**config.mk**
```make
export PLATFORM = sky130hd
export DESIGN_NAME = process_slot_pool_ready_queue_flat
export DESIGN_NICKNAME = d
export VERILOG_FILES = /design/src/design/pspq_pkg.sv /design/src/design/pspq_req_if.sv /design/src/design/pspq_rsp_if.sv /design/src/design/pspq_ctrl.sv /design/src/design/pspq_dp.sv /design/src/design/process_slot_pool_ready_queue.sv /design/src/flat_wrapper.sv
export VERILOG_INCLUDE_DIRS = /design/src /design/src/design
export SDC_FILE = /design/constraint.sdc
export NUM_CORES = 1
export LEC_CHECK = 0
export BUFFER_PORTS_ARGS = -buffer_cell sky130_fd_sc_hd__buf_2
export CAP_MARGIN = 20
export CORE_MARGIN = 2
export CORE_UTILIZATION = 56
export DETAILED_ROUTE_END_ITERATION = 12
export PLACE_DENSITY = 0.76
export SETUP_SLACK_MARGIN = 0.05
export SLEW_MARGIN = 20
export SYNTH_ARGS = -nofsm -noshare
export SYNTH_HDL_FRONTEND = slang
export SYNTH_SLANG_ARGS = --single-unit
```
**constraint.sdc**
```tcl
create_clock -name clk -period 2.3 [get_ports clk]
set_input_delay 0.345 -clock clk [delete_from_list [all_inputs] [get_ports clk]]
set_output_delay 0.345 -clock clk [all_outputs]
set_load 0.05 [all_outputs]
```
**src/design/process_slot_pool_ready_queue_macros.svh**
```systemverilog
`ifndef PROCESS_SLOT_POOL_READY_QUEUE_MACROS_SVH
`define PROCESS_SLOT_POOL_READY_QUEUE_MACROS_SVH

// Checked only out of reset.
`define PSPQ_ASSERT(lbl, prop, msg) \
	lbl: assert property (@(posedge clk) disable iff (!arst_n) prop) else $error(msg);

// Checked at every edge, reset included.
`define PSPQ_ASSERT_ALWAYS(lbl, prop, msg) \
	lbl: assert property (@(posedge clk) prop) else $error(msg);

`endif

```
**src/design/pspq_pkg.sv**
```systemverilog
package pspq_pkg;

	localparam int POOL_SIZE = 8;
	localparam int IDX_W     = $clog2(POOL_SIZE);
	localparam int SLOT_W    = 4;
	localparam int SEG_W     = 16;
	localparam int OP_W      = 3;

	typedef logic [SLOT_W-1:0] slot_t;
	typedef logic [IDX_W-1:0]  idx_t;
	typedef logic [SEG_W-1:0]  seg_t;

	localparam slot_t IDLE_SLOT = slot_t'(POOL_SIZE);
	localparam slot_t LINK_NONE = slot_t'(15);

	typedef enum logic [OP_W-1:0] {
		OP_ALLOC    = 3'd0,
		OP_RELEASE  = 3'd1,
		OP_ENQUEUE  = 3'd2,
		OP_DEQUEUE  = 3'd3,
		OP_FIND     = 3'd4,
		OP_SET_SEG  = 3'd5
	} op_t;

	typedef enum logic [1:0] {
		ST_IDLE,
		ST_EXEC,
		ST_RESP
	} ctrl_state_t;

	typedef struct packed {
		logic load;
		logic exec;
	} dp_cmd_t;

	// lowest set bit wins
	function automatic idx_t first_idx(input logic [POOL_SIZE-1:0] v);
		idx_t r;
		r = '0;
		for (int i = POOL_SIZE - 1; i >= 0; i--) begin
			if (v[i]) r = idx_t'(i);
		end
		return r;
	endfunction

endpackage

```
**src/design/pspq_req_if.sv**
```systemverilog
interface pspq_req_if;
	import pspq_pkg::*;

	logic  valid;
	logic  ready;
	logic [OP_W-1:0] operation;
	slot_t slot;
	seg_t  segment;

	modport source (output valid, output operation, output slot, output segment, input ready);
	modport sink (input valid, input operation, input slot, input segment, output ready);
endinterface

```
**src/design/pspq_rsp_if.sv**
```systemverilog
interface pspq_rsp_if;
	import pspq_pkg::*;

	logic  valid;
	logic  ready;
	logic  found;
	slot_t result_slot;

	modport source (output valid, output found, output result_slot, input ready);
	modport sink (input valid, input found, input result_slot, output ready);
endinterface

```
**src/design/pspq_ctrl.sv**
```systemverilog
module pspq_ctrl (
	input  logic              clk,
	input  logic              arst_n,
	input  logic              in_valid,
	output logic              in_ready,
	output logic              out_valid,
	input  logic              out_ready,
	output pspq_pkg::dp_cmd_t cmd
);
	import pspq_pkg::*;

	ctrl_state_t state_q, state_d;

	always_ff @(posedge clk or negedge arst_n) begin
		if (!arst_n) begin
			state_q <= ST_IDLE;
		end else begin
			state_q <= state_d;
		end
	end

	always_comb begin
		state_d   = state_q;
		cmd       = '0;
		in_ready  = 1'b0;
		out_valid = 1'b0;
		unique case (state_q)
			ST_IDLE: begin
				in_ready = 1'b1;
				if (in_valid) begin
					cmd.load = 1'b1;
					state_d  = ST_EXEC;
				end
			end
			ST_EXEC: begin
				cmd.exec = 1'b1;
				state_d  = ST_RESP;
			end
			ST_RESP: begin
				out_valid = 1'b1;
				// next request may come in as this result leaves
				in_ready  = out_ready;
				if (out_ready) begin
					if (in_valid) begin
						cmd.load = 1'b1;
						state_d  = ST_EXEC;
					end else begin
						state_d = ST_IDLE;
					end
				end
			end
			default: state_d = ST_IDLE;
		endcase
	end
endmodule

```
**src/design/pspq_dp.sv**
```systemverilog
`include "process_slot_pool_ready_queue_macros.svh"

module pspq_dp (
	input  logic                         clk,
	input  logic                         arst_n,
	input  pspq_pkg::dp_cmd_t            cmd,
	input  logic [pspq_pkg::OP_W-1:0]    in_operation,
	input  pspq_pkg::slot_t              in_slot,
	input  pspq_pkg::seg_t               in_segment,
	output logic                         found,
	output pspq_pkg::slot_t              result_slot
);
	import pspq_pkg::*;

	// request registers
	op_t   op_q;
	slot_t slot_q;
	seg_t  seg_q;

	// slot tables and queue pointers
	logic [POOL_SIZE-1:0] busy_q;
	seg_t                 seg_mem_q [POOL_SIZE];
	slot_t                link_q [POOL_SIZE+1];
	slot_t                head_q;
	slot_t                tail_q;
	logic                 empty_q;

	logic                 found_q;
	slot_t                rslot_q;

	logic [POOL_SIZE-1:0] match;
	logic                 free_any, match_any;
	idx_t                 free_idx, match_idx, slot_idx;
	logic                 pool_slot, queue_slot;
	slot_t                head_link;
	logic                 deq_last;
	logic                 res_found;
	slot_t                res_slot;

	logic                 ptrs_clear;
	logic                 ptrs_in_range;
	logic                 alloc_go;
	int                   busy_cnt;

	assign slot_idx   = slot_q[IDX_W-1:0];
	assign pool_slot  = slot_q < IDLE_SLOT;
	assign queue_slot = slot_q <= IDLE_SLOT;

	always_comb begin
		for (int i = 0; i < POOL_SIZE; i++) begin
			match[i] = seg_mem_q[i] == seg_q;
		end
	end

	assign free_any  = !(&busy_q);
	assign free_idx  = first_idx(~busy_q);
	assign match_any = |match;
	assign match_idx = first_idx(match);

	assign head_link = link_q[head_q];
	assign deq_last  = head_q == tail_q || head_q > IDLE_SLOT || head_link > IDLE_SLOT;

	always_comb begin
		res_found = 1'b0;
		res_slot  = '0;
		unique case (op_q)
			OP_ALLOC: begin
				res_found = free_any;
				res_slot  = slot_t'(free_idx);
			end
			OP_RELEASE, OP_ENQUEUE: begin
				res_found = queue_slot;
				res_slot  = slot_q;
			end
			OP_DEQUEUE: begin
				res_found = !empty_q;
				res_slot  = head_q;
			end
			OP_FIND: begin
				res_found = match_any;
				res_slot  = slot_t'(match_idx);
			end
			OP_SET_SEG: begin
				res_found = pool_slot;
				res_slot  = slot_q;
			end
			default: ;
		endcase
		if (!res_found) res_slot = '0;
	end

	always_ff @(posedge clk) begin
		if (cmd.load) begin
			op_q   <= op_t'(in_operation);
			slot_q <= in_slot;
			seg_q  <= in_segment;
		end
		if (cmd.exec) begin
			found_q <= res_found;
			rslot_q <= res_slot;
		end
	end

	always_ff @(posedge clk or negedge arst_n) begin
		if (!arst_n) begin
			busy_q  <= '0;
			head_q  <= '0;
			tail_q  <= '0;
			empty_q <= 1'b1;
			for (int i = 0; i < POOL_SIZE; i++) begin
				seg_mem_q[i] <= '0;
			end
		end else if (cmd.exec) begin
			case (op_q)
				OP_ALLOC: begin
					if (free_any) busy_q[free_idx] <= 1'b1;
				end
				OP_RELEASE: begin
					if (pool_slot) begin
						busy_q[slot_idx]    <= 1'b0;
						seg_mem_q[slot_idx] <= '0;
					end
				end
				OP_ENQUEUE: begin
					if (queue_slot) begin
						if (empty_q) begin
							head_q  <= slot_q;
							empty_q <= 1'b0;
						end
						tail_q <= slot_q;
					end
				end
				OP_DEQUEUE: begin
					if (!empty_q) begin
						if (deq_last) begin
							empty_q <= 1'b1;
							head_q  <= '0;
							tail_q  <= '0;
						end else begin
							head_q <= head_link;
						end
					end
				end
				OP_SET_SEG: begin
					if (pool_slot) seg_mem_q[slot_idx] <= seg_q;
				end
				default: ;
			endcase
		end
	end

	// links hold no reset value; the queue never follows one it has not written
	always_ff @(posedge clk) begin
		if (cmd.exec && queue_slot) begin
			if (op_q == OP_RELEASE) begin
				link_q[slot_q] <= LINK_NONE;
			end
			if (op_q == OP_ENQUEUE) begin
				// re-queueing the tail leaves it terminated
				if (!empty_q && tail_q != slot_q) link_q[tail_q] <= slot_q;
				link_q[slot_q] <= LINK_NONE;
			end
		end
	end

	assign found       = found_q;
	assign result_slot = rslot_q;

	assign ptrs_clear    = head_q == '0 && tail_q == '0;
	assign ptrs_in_range = head_q <= IDLE_SLOT && tail_q <= IDLE_SLOT;
	assign alloc_go      = cmd.exec && op_q == OP_ALLOC && free_any;
	assign busy_cnt      = $countones(busy_q);

	`PSPQ_ASSERT_ALWAYS(a_empty_ptrs, empty_q |-> ptrs_clear, "empty queue with stale pointers")
	`PSPQ_ASSERT(a_ptr_range, !empty_q |-> ptrs_in_range, "queue pointer beyond idle slot")
	`PSPQ_ASSERT(a_alloc_claims, alloc_go |=> busy_cnt == $past(busy_cnt) + 1, "alloc miscount")
endmodule

```
**src/design/process_slot_pool_ready_queue.sv**
```systemverilog
// Pool of eight process slots with a FIFO ready queue threaded through per-slot
// links; slot 8 is an extra idle slot that can be queued but has no busy bit or
// tag. Operations: alloc (lowest free slot), release, enqueue, dequeue, find by
// segment tag (lowest matching slot) and set segment. found is 0 on a full pool,
// empty queue, no match, out-of-range slot or unused code, and result_slot is
// then 0. A request is latched on acceptance, executed in the following cycle
// by a single read-modify-write of the slot tables, and its result is offered
// in the cycle after that. The next request is accepted in the cycle the result
// is taken, so a new request is not taken while one is still executing. The
// link table is not cleared at reset; each link is written by enqueue or
// release before the queue follows it.
module process_slot_pool_ready_queue (
	input logic      clk,
	input logic      arst_n,
	pspq_req_if.sink req,
	pspq_rsp_if.source rsp
);
	import pspq_pkg::*;

	dp_cmd_t cmd;

	pspq_ctrl u_ctrl (
		.clk       (clk),
		.arst_n    (arst_n),
		.in_valid  (req.valid),
		.in_ready  (req.ready),
		.out_valid (rsp.valid),
		.out_ready (rsp.ready),
		.cmd       (cmd)
	);

	pspq_dp u_dp (
		.clk          (clk),
		.arst_n       (arst_n),
		.cmd          (cmd),
		.in_operation (req.operation),
		.in_slot      (req.slot),
		.in_segment   (req.segment),
		.found        (rsp.found),
		.result_slot  (rsp.result_slot)
	);
endmodule
```
**src/flat_wrapper.sv**
```systemverilog
// flat-port wrapper written by rule: the top's interface ports become plain ports
module process_slot_pool_ready_queue_flat import pspq_pkg::*;
  (clk, arst_n, req_valid, req_operation, req_slot, req_segment, req_ready, rsp_valid, rsp_found, rsp_result_slot, rsp_ready);
  pspq_req_if req_i ();
  pspq_rsp_if rsp_i ();
  input logic clk;
  input logic arst_n;
  input wire logic [$bits(req_i.valid)-1:0] req_valid;
  input wire logic [$bits(req_i.operation)-1:0] req_operation;
  input wire logic [$bits(req_i.slot)-1:0] req_slot;
  input wire logic [$bits(req_i.segment)-1:0] req_segment;
  output wire logic [$bits(req_i.ready)-1:0] req_ready;
  output wire logic [$bits(rsp_i.valid)-1:0] rsp_valid;
  output wire logic [$bits(rsp_i.found)-1:0] rsp_found;
  output wire logic [$bits(rsp_i.result_slot)-1:0] rsp_result_slot;
  input wire logic [$bits(rsp_i.ready)-1:0] rsp_ready;
  assign req_i.valid = req_valid;
  assign req_i.operation = req_operation;
  assign req_i.slot = req_slot;
  assign req_i.segment = req_segment;
  assign req_ready = req_i.ready;
  assign rsp_valid = rsp_i.valid;
  assign rsp_found = rsp_i.found;
  assign rsp_result_slot = rsp_i.result_slot;
  assign rsp_i.ready = rsp_ready;
  process_slot_pool_ready_queue u_core (.clk(clk), .arst_n(arst_n), .req(req_i), .rsp(rsp_i));
endmodule
```
# Word level (Yosys, flattened, before mapping)
# Memory sizes are Yosys's and may differ from the RTL's.
# Cells that the tools add are included.
# totals
out_inout_bits	7
ramBits	36
n_memories	1
wordCells	152
regBits	175
# op_classes
n_lt_le_gt_ge	10
eq_ne	26
bitwise	8
reduce_logical	24
muxes	65
# memory_table
name	words	width	rd	rd_clocked_by_memory_dff	wr	line_no	rtl
u_core.u_dp.link_q	9	4	1	0	2	pspq_dp.sv:23	slot_t link_q [POOL_SIZE+1];
# ops
op	count
128-bit 2-to-1 mux	2
128-bit case mux with 2 select lines	1
128-bit bitwise AND	1
128-bit bitwise mux	1
16-bit == test	8
128-bit inverter	1
16-bit demux with 3-bit select	1
3-bit 2-to-1 mux	16
4-bit 2-to-1 mux	8
1-bit 2-to-1 mux	20
2-bit != test, second input constant	9
16-bit 2-to-1 mux	1
8-bit 2-to-1 mux	2
8-bit inverter	2
4-bit case mux with 2 select lines	2
4-bit case mux with 4 select lines	1
8-bit case mux with 2 select lines	1
5-bit AND reduction	2
8-bit bitwise AND	1
4-bit > comparator, second input constant	2
3-bit by 4-bit < comparator with 1-bit output, second input constant	2
8-bit bitwise OR	1
4-bit AND reduction	2
8-bit AND reduction	1
30 further kinds	45

# Depth between registers and ports, before layout
# Gate-level depths: netlist of the first run.
# depth
word_depth	16
depth_mapped	8

# Cells and area by module
# A second synthesis of the first run with hierarchy kept.
# unflattened
cells_unflattened	951
hier_area_um2	10107.2
# modules_own_cells
mod	area_per_inst_um2	cells_per_inst	seq_area_each_um2	instances
pspq_dp	9990.8	940	5551.6	1
pspq_ctrl	116.4	11	50.0	1

# Worst setup path before layout of the first run
# No wires, ideal clock.
# synth_timing
path_type	register to register
startpoint	register u_core.u_dp.op_q[2]
endpoint	memory u_core.u_dp.link_q[6][0] in the netlist's numbering (enable)
stages_incl_launch_ff	8
arrival_ps	1951
path_slack_ps	-12
path_buffers	1
cell_sequence	edfxtp_1 > buf_2 > or3b_4 > a211oi_4 > nand2_4 > nor3b_4 > nand2_2 > o21ai_0
# synth_rtl
element	line_no	rtl
from (decl)	pspq_dp.sv:16	op_t op_q;
from (signal assigned)	pspq_dp.sv:94	op_q <= op_t'(in_operation);
to (decl)	pspq_dp.sv:23	

# Final worst setup path of the first run
# layout_timing
startpoint	register u_core.u_dp.seg_q[13]
endpoint	register u_core.u_dp.rslot_q[3], in the netlist u_core.u_dp.result_slot[3], data pin
# layout_via
elab_chain_len	3
word_cells_on_any_way	10
# layout_rtl
element	line_no	rtl
from (decl)	pspq_dp.sv:18	seg_t seg_q;
from (signal assigned)	pspq_dp.sv:96	seg_q <= in_segment;
16-bit == test	pspq_dp.sv:51	match[i] = seg_mem_q[i] == seg_q;
8-bit OR reduction *	pspq_dp.sv:57	assign match_any = |match;
1-bit case mux with 5 select lines *	pspq_dp.sv:66	unique case (op_q)
to (signal assigned)	pspq_dp.sv:100	rslot_q <= res_slot;
to (decl)	pspq_dp.sv:29	slot_t rslot_q;
# Every way passes the cells marked *; elsewhere a longest branch is shown, timed or not.
# A chain may end at the register's enable or synchronous reset.

==> results of run 1 <==
## through the flow
| stage | total power, mW | instances |
|---|---|---|
| finish | 10.07 | 1310 |
| global route | 10.40 | 1310 |
| CTS | 9.971 | 1292 |
| detailed placement | 6.043 | 1242 |
| global placement | 5.999 | 1242 |
| floorplan | 5.409 | 960 |
## cells in the mapped netlist, types with 2 or more instances
cell type	number
a31oi_1	8
a21oi_1	10
nand4_1	21
xnor2_1	53
nor2b_1	6
o311ai_1	2
and2_1	7
nand2b_1	15
mux4_2	5
inv_1	6
nand4b_1	2
nand2_1	170
nor2_1	13
o21ai_0	146
a22oi_1	6
xor2_1	84
nor3_1	9
o211ai_1	2
a211oi_1	3
a22o_1	5
and4_1	2
or2_2	2
dfrtp_1	146
nand2_2	3
buf_2	23
nand3b_1	5
o21ai_1	7
mux2i_1	7
a2bb2oi_1	4
nand3_1	15
o31ai_1	2
nor4_1	23
edfxtp_1	64
or2_1	27
clkbuf_1	36
## worst max-delay path, cell delays in order, from the launching register on
cell,delay (ps)
edfxtp_1,550
buf_4,230
xnor2_1,140
nand4_1,150
nor4_2,80
or2_2,320
o311ai_4,380
buf_4,180
a21oi_1,60
## how the worst min path moves through the flow
stage	start	to	cells past startpoint
final	req_segment[11]	u_core.u_dp.seg_q[11]	1
after global routing	req_segment[12]	u_core.u_dp.seg_q[12]	1
after CTS	req_segment[11]	u_core.u_dp.seg_q[11]	1
after detailed placement	arst_n	u_core.u_dp.seg_mem_q[111]	1
after global placement	arst_n	u_core.u_dp.seg_mem_q[67]	1
after floorplan	arst_n	u_core.u_ctrl.state_q[0]	0
## cell type report
type / count / area share (%)
Clock buffer: 34 / 5.440
Clock inverter: 7 / 1.153
Inverter: 6 / 0.1837
Multi-Input combinational cell: 683 / 36.59
Sequential cell: 211 / 45.71
Tap cell: 229 / 2.337
Timing Repair Buffer: 140 / 8.584
## registers in the layout (all words and copies together), names as in the netlist, 4 cells and up
| signal | cells |
|---|---|
| u_core.u_dp.slot_q | 4 |
| u_core.u_dp.busy_q | 8 |
| u_core.u_dp.link_q | 36 |
| u_core.u_dp.head_q | 4 |
| u_core.u_dp.seg_q | 16 |
| u_core.u_dp.tail_q | 4 |
| u_core.u_dp.seg_mem_q | 128 |
| u_core.u_dp.result_slot | 4 |
## cell families after synthesis
logic type | share of synthesized area, %
flip-flops | 55.69
XOR/XNOR | 11.93
buffers and inverters | 2.824
multiplexers | 1.928
AND/OR/NAND/NOR | 16.31
AO/OA/AOI/OAI | 11.32
## routing by layer
metal | GRT usage (%) | share of wire, % | wire (um) | up-vias
li1 | - | - | - | 3546
met5 | 0 | 0 | 0 | -
met4 | 13.48 | 5.1 | 1358 | 0
met2 | 47.16 | 50 | 13320 | 357
met3 | 3.776 | 6.7 | 1806 | 90
met1 | 35.40 | 39 | 10340 | 3712
## power by group through the flow
stage / sequential [mW] / combinational [mW] / clock (mW)
floorplan: 4.28 / 1.13 / 0
global placement: 4.38 / 1.62 / 0
detailed placement: 4.38 / 1.66 / 0
CTS: 4.31 / 1.71 / 3.95
global route: 4.35 / 1.97 / 4.08
finish: 4.32 / 1.84 / 3.92
## repair_timing
action	4_1_cts	5_1_grt
endpoints found under the setup margin	28	38
hold endpoints to repair	63	0
hold buffers	2	0
resized for setup	16	40
gates cloned	0	0
pin swaps	4	23
buffers inserted	7	19
==> run metrics, run 1 <==
status finished with violations; failing checks negative setup slack; Post-synth top flop dfrtp_1; min cycle time layout 2352 ps; NetSw 2.773 mW; Worst setup EP type flop; DP Wirelength 17,860 um; Hold Path Class in -> reg; syn_area_per_cell 10.48 um^2; Syn. warnings 0; setup slack at placement -191.1 ps; die width 138.0 um; CTS clk-pin slew, worst paths roughly 60 ps; initial antenna violation count 0; WHS 12.58 ps; Final nets ~1.1k; sequential share of power 42.9%; unrepaired setup endpoints after global routing true; Leakage about 5 nW; # fillers 1,239; R2R Setup Slk -50 ps; most frequent cells in the layout nand2_1 (167), dfrtp_1 (145), o21ai_0 (143); total global routing overflow 0; Max Buffers Root-to-Sink 3; worst-path maximum fanout 8; sw frac 27.53%; area of the multi-input gates 4486 um^2; CP required 2540 ps; Fin Clk Skew 16.18 ps; clk_lat worst skew 510 ps; period utilisation layout 102.2%; Reg2Reg Depth 8; Final Slew Violations 0; Mapped Area around 10,000 um^2; share of the yosys chip area belonging to registers 55.69%; vias in the first global route 7,708; pin slew with the least headroom to its limit 706.7 ps; IO Pins 34; CTS root buf clkbuf_16; Via Count 7,705; Pint about 7.3 mW; f_max 425.2 MHz; Final Hold Vio Count 0; Synth Instances 960; post-route cell area 12,260 um^2; CTS Sinks 211; maximum vdd ir drop 0.7672 mV; Worst R2R Start u_core.u_dp.seg_q[13]; All-Layer GR Usage 27.75%; antenna-violating nets left 0; post-route DRC violation count 0; wire per inst 20.47 um; Synth top area share 36.32%; setup_tns -168.1 ps; ANT cells 0; Num CTS Buffers 23; Clock Power Share 38.9%; asr flop ratio synth a little over two thirds; area leader, netlist dfrtp_1; relative max-transition margin between 50% and 60%; crit start category flop; Post-Route WL 26,820 um; Placeable Area about 18,000 um^2; synth unique cells 56; critical path class reg -> reg; EDFF count, synth 64; post-synth net total around 990; Worst Setup Slack, final -51.74 ps; Area Overhead vs Synth 21.87%; CP Capture Point u_core.u_dp.result_slot[3]; fin util between 60% and 70%; First DRT Iteration DRCs 759; WP data arrival 2600 ps; Pre-antenna DRT Iters 5; max-cap violation count 0; Critical Path Start u_core.u_dp.seg_q[13]; H-tree depth 1; largest net degree at the start of global routing 68; synth top area cells dfrtp_1 (36%), edfxtp_1 (19%), xor2_1 (7.3%), o21ai_0 (7.3%), nand2_1 (6.3%); Final GP Congestion 0.9269; P per Cell Area 821.7 nW/um^2; register area 5603 um^2; combinational power share between 10% and 20%; register bit total from synthesis 211; dpl cell area about 11,000 um^2; RR Endpoint u_core.u_dp.result_slot[3]; CTS tree done; Die ar. 19,050 um^2; cell row count 49; most common cell after layout, fill and taps aside nand2_1; endpoints failing setup 5; Die Height 138.0 um; first-pass GRT wire length 41,860 um; Via density around 6; initial core utilization 56.57%; IO Port Bufs 33; layout cells sized above 1 21.92%
Note: power is estimated with default switching activity, not from simulation.
==> run 2: changes to the inputs <==
--- a/config.mk
+++ b/config.mk
@@ -9,9 +9,8 @@
 export BUFFER_PORTS_ARGS = -buffer_cell sky130_fd_sc_hd__buf_2
 export CAP_MARGIN = 20
 export CORE_MARGIN = 2
-export CORE_UTILIZATION = 56
+export CORE_UTILIZATION = 25
 export DETAILED_ROUTE_END_ITERATION = 12
-export PLACE_DENSITY = 0.76
 export SETUP_SLACK_MARGIN = 0.05
 export SLEW_MARGIN = 20
 export SYNTH_ARGS = -nofsm -noshare
==> run 2 against run 1 <==
  * The run now ends clean
  * Worst hold slack gained 12 ps
  * Via count shrank 3.8%
  * Flip-flop and latch count is the same
  * Global-route usage shrank 15 points
  * Worst setup slack gained 64 ps
  * Final area grew 4.3%
  * Critical path type unchanged
==> run metrics, run 2 (synthesis results as in run 1) <==
status finished, final reports clean (was finished with violations); ANT cells 0 (unchanged); post-route DRC violation count 0 (unchanged); vias in the first global route 7,576 (was 7,708); H-tree depth 1 (unchanged); post-route cell area 12,780 um^2 (was 12,260 um^2); CTS tree done (unchanged); Final nets 1,102 (was 1,092); Via density 4.585 (was 5.882); Final GP Congestion 0.8911 (was 0.9269); combinational power share 19.3% (was 18.3%); CTS clk-pin slew, worst paths 60 ps (about the same); cell row count 73 (was 49); max reg flops 128 (unchanged); Final Hold Vio Count 0 (unchanged); worst-path cell chain buf_4 > xor2_1 > nor4_1 > buf_4 > nand4_1 > a21boi_2 > a2111oi_2 > a211oi_1 (was buf_4 > xnor2_1 > nand4_1 > nor4_2 > or2_2 > o311ai_4 > buf_4 > a21oi_1); Largest regs u_core.u_dp.seg_mem_q (128), u_core.u_dp.link_q (36), u_core.u_dp.seg_q (16) (unchanged); total global routing overflow 0 (unchanged); relative max-transition margin 50.81% (was 52.89%); initial antenna violation count 0 (unchanged); Worst setup EP type flop (unchanged); sw frac 28.19% (was 27.53%); worst-path maximum fanout 3 (was 8); CP required 2550 ps (was 2540 ps); setup_tns 0 ps (was -168.1 ps); Pre-antenna DRT Iters 5 (unchanged); clk_lat worst skew 510 ps (about the same); most frequent cells in the layout nand2_1 (164), dfrtp_1 (145), o21ai_0 (142) (was nand2_1 (167), dfrtp_1 (145), o21ai_0 (143)); CTS root buf clkbuf_16 (unchanged); DP Wirelength 18,420 um (was 17,860 um); Critical Path Most Common Cell buf_4 (unchanged); initial core utilization 25.32% (was 56.57%); Hold Path Class in -> reg (unchanged); hold_sp req_segment[2] (was req_segment[11]); CTS Sinks 211 (unchanged); dpl cell area 11,290 um^2 (was 10,930 um^2); Area Overhead vs Synth 27.06% (was 21.87%); register with the most flip-flops u_core.u_dp.seg_mem_q (unchanged); pin slew with the least headroom to its limit 736.3 ps (was 706.7 ps); layout cells sized above 1 21.81% (was 21.92%); WP data arrival 2540 ps (was 2600 ps); Worst R2R Start u_core.u_dp.seg_q[1] (was u_core.u_dp.seg_q[13]); endpoints failing setup 0 (was 5); die width 204.6 um (was 138.0 um); unrepaired setup endpoints after global routing true (unchanged); Placeable Area 39,730 um^2 (was 17,780 um^2); most common cell after layout, fill and taps aside nand2_1 (unchanged); Non-Filler Instances 1,616 (was 1,310); Die ar. 41,860 um^2 (was 19,050 um^2); Leakage 5.199 nW (was 5.105 nW); Final Slew Violations 0 (unchanged); min cycle time layout 2287 ps (was 2352 ps); wire per inst 16.69 um (was 20.47 um); max incr delay on CP 410 ps (was 550 ps); critical path class reg -> reg (unchanged); IO Port Bufs 33 (unchanged); Clock Power Share 37.5% (was 38.9%); Max Buffers Root-to-Sink 3 (unchanged); Die Height 204.6 um (was 138.0 um); Critical Path Start u_core.u_dp.seg_q[1] (was u_core.u_dp.seg_q[13]); maximum vdd ir drop 0.4310 mV (was 0.7672 mV); Fin Clk Skew 6.164 ps (was 16.18 ps); WHS 24.78 ps (was 12.58 ps); period utilisation layout 99.45% (was 102.2%); f_max 437.2 MHz (was 425.2 MHz); antenna-violating nets left 0 (unchanged); max-cap violation count 0 (unchanged); sequential share of power 43.2% (was 42.9%); First DRT Iteration DRCs 401 (was 759); Via Count 7,410 (was 7,705); All-Layer GR Usage 13.19% (was 27.75%); Num CTS Buffers 22 (was 23); largest net degree at the start of global routing 56 (was 68); Pint 7.124 mW (was 7.300 mW); Crit-path slowest cell edfxtp_1 (unchanged); crit start category flop (unchanged); first-pass GRT wire length 43,000 um (was 41,860 um); P per Cell Area 776.2 nW/um^2 (was 821.7 nW/um^2); NetSw 2.796 mW (was 2.773 mW); Post-Route WL 26,970 um (was 26,820 um); IO Pins 34 (unchanged); placed insts 1,538 (was 1,242)
[run 2: changes by cell type in the layout (fill, tap and decap cells not counted), sizes merged]
cell and delta:
clkbuf -1, clkinvlp -1, dlygate4sd3 +17, bufinv -2, clkinv +4, buf -6, inv -1
[run 2: path summary, 6_finish.rpt]
path / endpoint / slack (ps) / cells after the start
max: u_core.u_dp.result_slot[0] / 10 / 8
min: u_core.u_dp.seg_q[2] / 20 / 1
max reg2reg: u_core.u_dp.result_slot[0] / 10 / 8
min reg2reg: u_core.u_dp.seg_mem_q[29] / 500 / 2
max in group asynchronous: u_core.u_dp.seg_mem_q[66] / 1240 / 3
min in group asynchronous: u_core.u_dp.seg_mem_q[3] / 360 / 2
[run 2: per-layer routing]
metal	wire length, um	GRT usage [%]	vias up
li1	-	-	3558
met1	12490	18.05	3647
met4	519	3.209	0
met3	1222	2.418	37
met2	12740	21.51	168
met5	0	0	-
[run 2: power by group through the flow]
stage	Sequential [mW]	Combinational, mW	Clock, mW
6_report	4.29	1.91	3.72
5_1_grt	4.32	2.06	3.98
4_1_cts	4.28	1.79	3.82
3_5_place_dp	4.36	1.72	0
3_3_place_gp	4.36	1.69	0
2_1_floorplan	4.28	1.13	0
[run 2: critical path, delay by kind of cell, from the launching register on]
kind                      cells  cell delay (ps)
buffers and inverters         2              340
and+or+nand+nor               2              440
xor gates and xnor gates      1              160
AOI/OAI and AO/OA             3              680
DFF                           1              410
[run 2: repair_timing]
action / in CTS / in global routing
setup endpoints to repair: 35 / 65
hold buffers: 16 / 3
buffers inserted: 8 / 11
gates resized for setup: 16 / 62
pin swaps: 10 / 34
endpoints found under the hold margin: 64 / 3
[run 2: final cells by class]
| cell class | instances | area (um^2) |
|---|---|---|
| sequential | 211 | 5603 |
| timing repair buffer | 151 | 1195 |
| multi-input combinational | 683 | 4546 |
| clock inverter | 7 | 83.83 |
| inverter | 6 | 22.52 |
| clock buffer | 33 | 673.1 |
| fill | 4061 | 26950 |
| tap | 525 | 656.9 |
[run 2: stage by stage]
stage	utilization, %	worst slack [ps]	total power [mW]
global placement	28.41	-149.5	6.048
floorplan	-	50.03	5.409
detailed placement	28.41	-146.6	6.081
global route	32.17	-73.96	10.36
finish	32.17	12.59	9.920
CTS	31.08	51.62	9.893
